==> src/sv/sskg_pkg.sv <==
// Shared types and constants for the small-state keystream generator.
// Command codes, datapath operation codes and controller/datapath structs.
// No dependencies.
package sskg_pkg;

    localparam int POOL_WORDS_DEF = 16;

    localparam logic [31:0] GOLDEN = 32'h9e3779b9;

    // command field of an input beat
    localparam logic [1:0] CMD_NEXT  = 2'd0;
    localparam logic [1:0] CMD_RESET = 2'd1;
    localparam logic [1:0] CMD_SEED  = 2'd2;
    localparam logic [1:0] CMD_FIN   = 2'd3;

    typedef logic [3:0] op_t;

    localparam op_t OP_NONE      = 4'd0;
    localparam op_t OP_CLEAR     = 4'd1;
    localparam op_t OP_SEED_RD   = 4'd2;
    localparam op_t OP_SEED_WR   = 4'd3;
    localparam op_t OP_FIN_START = 4'd4;
    localparam op_t OP_FIN_RD    = 4'd5;
    localparam op_t OP_FIN_ADD   = 4'd6;
    localparam op_t OP_REF_RD    = 4'd7;
    localparam op_t OP_REF_E     = 4'd8;
    localparam op_t OP_REF_D     = 4'd9;
    localparam op_t OP_OUT_RD    = 4'd10;
    localparam op_t OP_OUT_LOAD  = 4'd11;
    localparam op_t OP_DISCARD   = 4'd12;

    typedef struct packed {
        logic take;   // input beat accepted this cycle
        op_t  op;
    } dp_cmd_t;

    typedef struct packed {
        logic ri_last;      // read index at last buffer entry
        logic seed_full;    // seed byte position saturated
        logic fin_last;     // last pool word of seed finish
        logic ref_last;     // last refill step
        logic rounds_zero;  // no discards left
        logic out_free;     // output register can take a word
    } dp_sts_t;

endpackage

==> src/sv/sskg_dp.sv <==
// Datapath of the keystream generator: pool and output buffer memories,
// mixing words, counters and the output register.
// Depends on sskg_pkg; driven by sskg_ctrl through dp_cmd_t.
module sskg_dp #(
    parameter int POOL_WORDS = sskg_pkg::POOL_WORDS_DEF
) (
    input  logic              clk,
    input  logic              rst_n,
    input  sskg_pkg::dp_cmd_t cmd,
    output sskg_pkg::dp_sts_t sts,
    input  logic [7:0]        seed_byte,
    input  logic [15:0]       rounds,
    input  logic              out_ready,
    output logic              out_valid,
    output logic [31:0]       out_word
);
    import sskg_pkg::*;

    // POOL_WORDS is a power of two
    localparam int IDX_W = $clog2(POOL_WORDS);
    localparam int SC_W  = $clog2(4 * POOL_WORDS + 1);
    localparam logic [SC_W-1:0]  SEED_MAX = SC_W'(4 * POOL_WORDS);
    localparam logic [IDX_W-1:0] IDX_LAST = IDX_W'(POOL_WORDS - 1);
    localparam logic [IDX_W-1:0] FIN_LAST = IDX_W'(3);

    logic [31:0] pool_mem [POOL_WORDS];
    logic [31:0] out_mem  [POOL_WORDS];
    logic [POOL_WORDS-1:0] pool_vld_reg, out_vld_reg;

    logic [31:0] cnt_reg, b_reg, c_reg, d_reg, e_reg;
    logic [31:0] pi_reg, rda_reg, rdb_reg, rdo_reg, od_reg;
    logic        rda_vld_reg, rdb_vld_reg, rdo_vld_reg, ov_reg;
    logic [IDX_W-1:0] ri_reg, idx_reg;
    logic [SC_W-1:0]  sc_reg;
    logic [15:0]      rcnt_reg;
    logic [7:0]       byte_reg;

    logic [31:0] pa, pb, po, merged, b_xor_c;
    logic [IDX_W-1:0] sel, seed_w, pool_ra, pool_wa;
    logic [4:0]  sh;
    logic        pool_we, pool_re;
    logic [31:0] pool_wd, step_d;

    // unwritten entries read as the golden constant
    assign pa = rda_vld_reg ? rda_reg : GOLDEN;
    assign pb = rdb_vld_reg ? rdb_reg : GOLDEN;
    assign po = rdo_vld_reg ? rdo_reg : GOLDEN;

    assign sel     = d_reg[IDX_W-1:0];
    assign seed_w  = sc_reg[2 +: IDX_W];
    assign sh      = {sc_reg[1:0], 3'b000};
    assign merged  = (pa & ~(32'h0000_00ff << sh)) | ({24'd0, byte_reg} << sh);
    assign b_xor_c = b_reg ^ c_reg;
    assign step_d  = e_reg + pi_reg;

    always_comb
    begin
        pool_ra = sel;
        pool_re = 1'b0;
        unique case (cmd.op)
            OP_SEED_RD:
            begin
                pool_ra = seed_w;
                pool_re = 1'b1;
            end
            OP_FIN_RD:
            begin
                pool_ra = idx_reg;
                pool_re = 1'b1;
            end
            OP_REF_RD:
            begin
                pool_ra = sel;
                pool_re = 1'b1;
            end
            default:
            begin
                pool_ra = sel;
                pool_re = 1'b0;
            end
        endcase
    end

    always_comb
    begin
        pool_we = 1'b0;
        pool_wa = sel;
        pool_wd = b_xor_c;
        if (cmd.op == OP_SEED_WR)
        begin
            pool_we = 1'b1;
            pool_wa = seed_w;
            pool_wd = merged;
        end
        else if (cmd.op == OP_REF_E)
        begin
            pool_we = 1'b1;
        end
    end

    // memories and read registers
    always_ff @(posedge clk)
    begin
        if (pool_we)
        begin
            pool_mem[pool_wa] <= pool_wd;
        end
        if (pool_re)
        begin
            rda_reg     <= pool_mem[pool_ra];
            rda_vld_reg <= pool_vld_reg[pool_ra];
        end
        if (cmd.op == OP_REF_RD)
        begin
            rdb_reg     <= pool_mem[idx_reg];
            rdb_vld_reg <= pool_vld_reg[idx_reg];
        end
        if (cmd.op == OP_REF_D)
        begin
            out_mem[idx_reg] <= step_d;
        end
        if (cmd.op == OP_OUT_RD)
        begin
            rdo_reg     <= out_mem[ri_reg];
            rdo_vld_reg <= out_vld_reg[ri_reg];
        end
    end

    // payload registers
    always_ff @(posedge clk)
    begin
        if (cmd.take)
        begin
            byte_reg <= seed_byte;
        end
        if (cmd.op == OP_REF_E)
        begin
            // pool[i] is read after pool[sel] was rewritten
            pi_reg <= (sel == idx_reg) ? b_xor_c : pb;
        end
        if (cmd.op == OP_OUT_LOAD)
        begin
            od_reg <= po;
        end
    end

    always_ff @(posedge clk or negedge rst_n)
    begin
        if (!rst_n)
        begin
            pool_vld_reg <= '0;
            out_vld_reg  <= '0;
        end
        else if (cmd.op == OP_CLEAR)
        begin
            pool_vld_reg <= '0;
            out_vld_reg  <= '0;
        end
        else
        begin
            if (pool_we)
            begin
                pool_vld_reg[pool_wa] <= 1'b1;
            end
            if (cmd.op == OP_REF_D)
            begin
                out_vld_reg[idx_reg] <= 1'b1;
            end
        end
    end

    always_ff @(posedge clk or negedge rst_n)
    begin
        if (!rst_n)
        begin
            cnt_reg  <= GOLDEN;
            b_reg    <= GOLDEN;
            c_reg    <= GOLDEN;
            d_reg    <= GOLDEN;
            e_reg    <= GOLDEN;
            ri_reg   <= '0;
            idx_reg  <= '0;
            sc_reg   <= '0;
            rcnt_reg <= '0;
        end
        else
        begin
            unique case (cmd.op)
                OP_CLEAR:
                begin
                    cnt_reg <= GOLDEN;
                    b_reg   <= GOLDEN;
                    c_reg   <= GOLDEN;
                    d_reg   <= GOLDEN;
                    e_reg   <= GOLDEN;
                    ri_reg  <= '0;
                    idx_reg <= '0;
                    sc_reg  <= '0;
                end
                OP_SEED_WR:
                begin
                    sc_reg <= sc_reg + 1'b1;
                end
                OP_FIN_START:
                begin
                    rcnt_reg <= rounds;
                    idx_reg  <= '0;
                end
                OP_FIN_ADD:
                begin
                    unique case (idx_reg[1:0])
                        2'd0: d_reg   <= d_reg + pa;
                        2'd1: c_reg   <= c_reg + pa;
                        2'd2: b_reg   <= b_reg + pa;
                        2'd3: cnt_reg <= cnt_reg + pa;
                    endcase
                    idx_reg <= (idx_reg == FIN_LAST) ? '0 : idx_reg + 1'b1;
                end
                OP_REF_E:
                begin
                    cnt_reg <= cnt_reg + 1'b1;
                    e_reg   <= pa + cnt_reg + 32'd1;
                    b_reg   <= c_reg - d_reg;
                end
                OP_REF_D:
                begin
                    c_reg   <= d_reg + e_reg;
                    d_reg   <= step_d;
                    idx_reg <= idx_reg + 1'b1;
                end
                OP_OUT_RD:
                begin
                    ri_reg <= ri_reg + 1'b1;
                end
                OP_DISCARD:
                begin
                    ri_reg   <= ri_reg + 1'b1;
                    rcnt_reg <= rcnt_reg - 1'b1;
                end
                default:
                begin
                end
            endcase
        end
    end

    always_ff @(posedge clk or negedge rst_n)
    begin
        if (!rst_n)
        begin
            ov_reg <= 1'b0;
        end
        else if (cmd.op == OP_OUT_LOAD)
        begin
            ov_reg <= 1'b1;
        end
        else if (out_ready)
        begin
            ov_reg <= 1'b0;
        end
    end

    assign out_valid = ov_reg;
    assign out_word  = od_reg;

    assign sts.ri_last     = (ri_reg == IDX_LAST);
    assign sts.seed_full   = (sc_reg == SEED_MAX);
    assign sts.fin_last    = (idx_reg == FIN_LAST);
    assign sts.ref_last    = (idx_reg == IDX_LAST);
    assign sts.rounds_zero = (rcnt_reg == 16'd0);
    assign sts.out_free    = !ov_reg || out_ready;

endmodule

==> src/sv/sskg_ctrl.sv <==
// Controller state machine of the keystream generator.
// Decodes input beats and sequences refill, seeding and discard steps.
// Depends on sskg_pkg; drives sskg_dp through dp_cmd_t.
module sskg_ctrl (
    input  logic              clk,
    input  logic              rst_n,
    input  logic              in_valid,
    output logic              in_ready,
    input  logic [1:0]        command,
    input  sskg_pkg::dp_sts_t sts,
    output sskg_pkg::dp_cmd_t cmd
);
    import sskg_pkg::*;

    localparam logic [3:0] S_IDLE    = 4'd0;
    localparam logic [3:0] S_SEED_WR = 4'd1;
    localparam logic [3:0] S_FIN_RD  = 4'd2;
    localparam logic [3:0] S_FIN_ADD = 4'd3;
    localparam logic [3:0] S_REF_RD  = 4'd4;
    localparam logic [3:0] S_REF_E   = 4'd5;
    localparam logic [3:0] S_REF_D   = 4'd6;
    localparam logic [3:0] S_DISC    = 4'd7;
    localparam logic [3:0] S_NEXT_LD = 4'd8;

    logic [3:0] state_reg, state_next;
    logic       wrap_reg, wrap_next;

    assign in_ready = (state_reg == S_IDLE);

    always_comb
    begin
        state_next = state_reg;
        wrap_next  = wrap_reg;
        cmd.take   = 1'b0;
        cmd.op     = OP_NONE;
        unique case (state_reg)
            S_IDLE:
            begin
                if (in_valid)
                begin
                    cmd.take = 1'b1;
                    unique case (command)
                        CMD_NEXT:
                        begin
                            cmd.op     = OP_OUT_RD;
                            wrap_next  = sts.ri_last;
                            state_next = S_NEXT_LD;
                        end
                        CMD_RESET:
                        begin
                            cmd.op = OP_CLEAR;
                        end
                        CMD_SEED:
                        begin
                            cmd.op = OP_SEED_RD;
                            if (!sts.seed_full)
                            begin
                                state_next = S_SEED_WR;
                            end
                        end
                        CMD_FIN:
                        begin
                            cmd.op     = OP_FIN_START;
                            state_next = S_FIN_RD;
                        end
                    endcase
                end
            end
            S_SEED_WR:
            begin
                cmd.op     = OP_SEED_WR;
                state_next = S_IDLE;
            end
            S_FIN_RD:
            begin
                cmd.op     = OP_FIN_RD;
                state_next = S_FIN_ADD;
            end
            S_FIN_ADD:
            begin
                cmd.op     = OP_FIN_ADD;
                state_next = sts.fin_last ? S_REF_RD : S_FIN_RD;
            end
            S_REF_RD:
            begin
                cmd.op     = OP_REF_RD;
                state_next = S_REF_E;
            end
            S_REF_E:
            begin
                cmd.op     = OP_REF_E;
                state_next = S_REF_D;
            end
            S_REF_D:
            begin
                cmd.op     = OP_REF_D;
                state_next = sts.ref_last ? S_DISC : S_REF_RD;
            end
            S_DISC:
            begin
                // also the exit of every refill; the count is zero outside seed finish
                if (sts.rounds_zero)
                begin
                    state_next = S_IDLE;
                end
                else
                begin
                    cmd.op = OP_DISCARD;
                    if (sts.ri_last)
                    begin
                        state_next = S_REF_RD;
                    end
                end
            end
            S_NEXT_LD:
            begin
                if (sts.out_free)
                begin
                    cmd.op     = OP_OUT_LOAD;
                    state_next = wrap_reg ? S_REF_RD : S_IDLE;
                end
            end
            default:
            begin
                state_next = S_IDLE;
            end
        endcase
    end

    always_ff @(posedge clk or negedge rst_n)
    begin
        if (!rst_n)
        begin
            state_reg <= S_IDLE;
            wrap_reg  <= 1'b0;
        end
        else
        begin
            state_reg <= state_next;
            wrap_reg  <= wrap_next;
        end
    end

endmodule

==> src/sv/small_state_keystream_generator.sv <==
// Top level of the small-state keystream generator.
// Instantiates sskg_ctrl and sskg_dp; uses sskg_pkg.
//
// channel  dir  handshake          payload
// s_       in   s_tvalid/s_tready  s_tuser: command; s_tdata: seed_byte, rounds
// m_       out  m_tvalid/m_tready  m_tdata: random_word
//
// Next word: buffer read, then output load, plus a refill after every
// POOL_WORDS-th word; a refill step reads pool words, mixes and rewrites one,
// then writes the output buffer. Seed byte: read-modify-write of one pool
// word, only a read once the pool is full; reset clears the state.
// Seed finish: adds pool words 0..3 to the mixing words, refills, then
// discards rounds words, refilling on wrap. rst_n clears valid bits at once: no sweep.
// s_tready is high only between commands; a next word waits while m_ is stalled.
module small_state_keystream_generator #(
    parameter int POOL_WORDS = sskg_pkg::POOL_WORDS_DEF
) (
    input  logic        clk,
    input  logic        rst_n,
    input  logic        s_tvalid,
    output logic        s_tready,
    input  logic [23:0] s_tdata,   // [7:0] seed_byte, [23:8] rounds
    input  logic [1:0]  s_tuser,   // [1:0] command
    output logic        m_tvalid,
    input  logic        m_tready,
    output logic [31:0] m_tdata    // [31:0] random_word
);
    import sskg_pkg::*;

    dp_cmd_t ctl_cmd;
    dp_sts_t dp_sts;

    sskg_ctrl u_ctrl (
        .clk      (clk),
        .rst_n    (rst_n),
        .in_valid (s_tvalid),
        .in_ready (s_tready),
        .command  (s_tuser),
        .sts      (dp_sts),
        .cmd      (ctl_cmd)
    );

    sskg_dp #(
        .POOL_WORDS (POOL_WORDS)
    ) u_dp (
        .clk       (clk),
        .rst_n     (rst_n),
        .cmd       (ctl_cmd),
        .sts       (dp_sts),
        .seed_byte (s_tdata[7:0]),
        .rounds    (s_tdata[23:8]),
        .out_ready (m_tready),
        .out_valid (m_tvalid),
        .out_word  (m_tdata)
    );

`ifndef SYNTHESIS
    a_ref_e_order: assert property (@(posedge clk) disable iff (!rst_n)
        (ctl_cmd.op == OP_REF_E) |-> ($past(ctl_cmd.op) == OP_REF_RD))
        else $error("refill mix step without preceding read");

    a_ref_d_order: assert property (@(posedge clk) disable iff (!rst_n)
        (ctl_cmd.op == OP_REF_D) |-> ($past(ctl_cmd.op) == OP_REF_E))
        else $error("refill write step out of order");

    a_load_free: assert property (@(posedge clk) disable iff (!rst_n)
        (ctl_cmd.op == OP_OUT_LOAD) |-> (!m_tvalid || m_tready))
        else $error("output register overwritten while held");

    a_valid_src: assert property (@(posedge clk) disable iff (!rst_n)
        $rose(m_tvalid) |-> ($past(ctl_cmd.op) == OP_OUT_LOAD))
        else $error("output beat raised without a load");
`endif

endmodule

==> config.mk <==
export PLATFORM = sky130hd
export DESIGN_NAME = small_state_keystream_generator
export DESIGN_NICKNAME = d
export VERILOG_FILES = /design/src/sv/sskg_pkg.sv /design/src/sv/sskg_dp.sv /design/src/sv/sskg_ctrl.sv /design/src/sv/small_state_keystream_generator.sv
export SDC_FILE = /design/constraint.sdc
export NUM_CORES = 2
export LEC_CHECK = 0
export CAP_MARGIN = 20
export CORE_MARGIN = 2
export CORE_UTILIZATION = 48
export DETAILED_ROUTE_END_ITERATION = 12
export DONT_BUFFER_PORTS = 1
export PLACE_DENSITY = 0.73
export SLEW_MARGIN = 20
export SYNTH_ARGS = -nofsm -noshare
export SYNTH_HDL_FRONTEND = slang
export SYNTH_SLANG_ARGS = --single-unit
export TNS_END_PERCENT = 5
==> constraint.sdc <==
create_clock -name clk -period 6.8 [get_ports clk]
set_input_delay 0.68 -clock clk [delete_from_list [all_inputs] [get_ports clk]]
set_output_delay 0.68 -clock clk [all_outputs]
set_load 0.005 [all_outputs]
==> reports/results.ini <==
[timing]
hold_violations = 0
rsz0062_at_grt = no
max_freq_ghz = 0.183
finClkSkew_ns = 0.0451
drv_slew = 0
slew_headroom_pct = 18.8
min_period_over_period_pct = 80.2
worst-slew-pin-transition_ns = 1.21
min_period_ns = 5.45
finalSetupTns_ns = 0
setup_violations = 0

[global_routing]
grt_remaining_overflow = 0
grt_max_degree = 230
antenna_found_initial = 12
grt_use_total_pct = 26.7
grt_pass1_wl_um = 312000
first_global_vias = 48500

[power]
p_leak_nw = 28.1
power.total_mw = 17.6
worst_ir_drop_vdd_v = 0.000242
power.density_nw_per_um2 = 216

[routing]
drt_iter0_drc = 5890
vias_per_cell = 6.48
drt-total-wl_um = 211000
vias = 49800
drcViolationCount = 0
final_antenna_net_count = 0
routedWlPerCell_um = 27.4
first_pass_iters = 8

[critical_path]
cpPeakStageDelay_ns = 0.93
end_kind = flop
crit_family = compound AO/OA/AOI/OAI gates
slowest_stage = edfxtp_1
crit_top_cell = ha_1
crit_type = reg -> reg
worst_setup_path_start_kind = flop
cp.required_ns = 7.50
path_cells = nand2b_1 -> ha_1 -> ha_1 -> a221o_1 -> a311o_1 -> a31o_2 -> a31oi_2 -> o311a_1 -> xnor2_1 -> nand4_1 -> nor2_1 -> nand4b_2 -> or4_1 -> a31oi_1
path_max_fanout = 24
critical_path_buf_inv_count = 0
cp.arrival_ns = 6.15

[clock_network]
clk_pin_slew_ns = 0.06
cts_buffers = 147
cts.path.max_buffers = 3
htree_num_levels = 4
tritoncts = built
ctsRootBufferMaster = clkbuf_16
clock-sinks = 1424
clock_latency_ns = 0.81
cts_resized = 0

[logic_synthesis]
synth_area_per_cell_um2 = 13.2
synth_ff_type = edfxtp_1
netlist_area_um2 = 73300
yosysWarningCount = 0
ys_async_sr_fraction_pct = 16.1
yosysUniqueCellTypes = 101
synth_seq_cells = 1424
synth.net_count = 5790
postSynthCellCount = 5541
yosysSeqAreaShare_pct = 56.9
synth_enable_flop_cells = 1195

[hold_path]
min_path_type = in -> reg

[floorplanning]
ioPinCount = 64
rows = 143
die_x_um = 395
start_util_pct = 48.3
core_area_um2 = 152000
die_y_um = 395
die_area_um2 = 156000

[finish]
post-route-util_pct = 53.6
fill_cells = 12200
layout-drive-gt1-share_pct = 16.4
area_growth_syn_to_layout_pct = 11.0
multi_input_area_um2 = 30300
seqCellArea_um2 = 41800
reg.largest.list = u_dp.out_mem (512), u_dp.pool_mem (512)
fin_nets = 5767

[run]
drv_cap = 0

[placed_design]
gp_congestion = 0.944
port_buffers = 0
hpwl_um = 135000

[outcome]
status = completed

-- timing repair --
action	4_1_cts	5_1_grt
hold endpoints to repair	239	44
hold buffers	10	1
buffers inserted	0	0
-- metal layers --
metal	wire (um)	track usage, %	share of wire, %	vias to the layer above
met1	85500	37.1	41	25100
li1	-	-	-	21700
met3	19100	4.93	9.1	444
met2	99400	42.5	47	2533
met5	103	0	0.049	-
met4	6550	8.66	3.1	16
-- worst register-to-register path, delay by kind of cell, from the launching register on --
kind                       cells  cell delay [ns]
xor gates and xnor gates       1             0.21
AOI/OAI and AO/OA              6             1.85
and+or+nand+nor                5             1.79
adders and majority gates      2             0.59
DFF                            1             0.93
-- worst paths after layout --
kind                                                 start                         endpoint  slack (ns)  depth (start not counted)
min in group asynchronous                            rst_n       u_dp.d_reg[23]$_DFFE_PN0P_        0.48                          2
max reg2reg                     u_dp.rda_vld_reg$_DFFE_PP_       u_dp.e_reg[31]$_DFFE_PN1P_        1.35                         14
min                                             s_tdata[8]     u_dp.rcnt_reg[0]$_DFFE_PN0P_        0.04                          2
max in group asynchronous                            rst_n      u_dp.idx_reg[1]$_DFFE_PN0P_        5.06                          3
max                             u_dp.rda_vld_reg$_DFFE_PP_       u_dp.e_reg[31]$_DFFE_PN1P_        1.35                         14
min reg2reg                u_dp.out_vld_reg[7]$_DFFE_PN0P_  u_dp.out_vld_reg[7]$_DFFE_PN0P_        0.49                          1
-- synth_stat cells (31+ instances only) --
| cell type | number | area share [%] |
|---|---|---|
| edfxtp_1 | 1195 | 49 |
| a21oi_1 | 454 | 3.1 |
| nor2_1 | 344 | 1.8 |
| mux4_2 | 330 | 10 |
| a211oi_1 | 260 | 2.7 |
| clkbuf_1 | 239 | 1.2 |
| o21ai_0 | 231 | 1.6 |
| ha_1 | 216 | 3.7 |
| nand2_1 | 209 | 1.1 |
| xnor2_1 | 170 | 2.0 |
| nor2b_1 | 158 | 1.3 |
| mux2i_1 | 144 | 2.0 |
| inv_1 | 133 | 0.68 |
| dfrtp_1 | 129 | 4.4 |
| nand3_1 | 108 | 0.74 |
| dfstp_2 | 100 | 3.6 |
| xor2_1 | 98 | 1.2 |
| nor3_1 | 93 | 0.63 |
| a21o_1 | 81 | 0.83 |
| nand2b_1 | 72 | 0.61 |
| a31oi_1 | 70 | 0.60 |
| buf_1 | 49 | 0.25 |
| o22ai_1 | 45 | 0.38 |
| o21a_1 | 44 | 0.45 |
| a221oi_1 | 40 | 0.48 |
| and2_1 | 34 | 0.29 |
| buf_2 | 32 | 0.22 |
| nand4_1 | 31 | 0.26 |
-- cell families (layout without fill, tap and decap cells) --
kind of cell	after synthesis	count (layout)	share of synthesized area (%)
adder cells (fa/ha/maj)	224	224	3.84
AND/OR/NAND/NOR	1190	1190	8.14
AO/OA/AOI/OAI	1485	1485	13.1
flip-flops	1424	1424	56.9
other	0	4	0
XOR/XNOR	270	270	3.25
multiplexers	489	489	12.3
buffers and inverters	459	562	2.43
-- metrics by stage --
stage	hold WS (ns)	cells	cell area, um2	setup WS, ns
2_1_floorplan	0.384	5541	73300	1.43
3_3_place_gp	0.430	7385	76200	1.50
3_5_place_dp	0.433	7385	76200	1.46
4_1_cts	0.00397	7670	81300	1.44
5_1_grt	0.0563	7677	81400	1.12
6_report	0.0373	7678	81400	1.35
-- area by class of cell --
cell class              instances  share of cell area [%]
clock buffers                 187                    4.78
multi-input cells            3658                    37.2
diodes                          4                  0.0123
repair buffers                152                    1.69
flip-flops and latches       1424                    51.3
well taps                    2030                    3.12
clock inverters                88                    1.27
inverters                     135                   0.626
-- cells in the final DEF (no fill, tap or decap), drive strengths merged, types with 35 or more instances in the layout --
cell	n
clkbuf	188
nor3	95
xor2	98
nand2	209
nand3	108
edfxtp	1195
inv	144
ha	216
nand2b	72
a31oi	71
clkinv	57
mux4	330
buf	141
a211oi	260
xnor2	172
mux2i	144
nor2	344
o21ai	232
and2	35
dfrtp	129
o21a	44
dfstp	100
nor2b	158
a21oi	454
a21o	81
o22ai	45
a221oi	40
-- where the power goes --
group,switching [mW],total [mW],internal (mW)
Clock,3.58,8.24,4.65
Combinational,0.0336,0.0417,0.00807
Sequential,0.0000000000000000736,9.34,9.34
(Power assumes the default switching activity.)
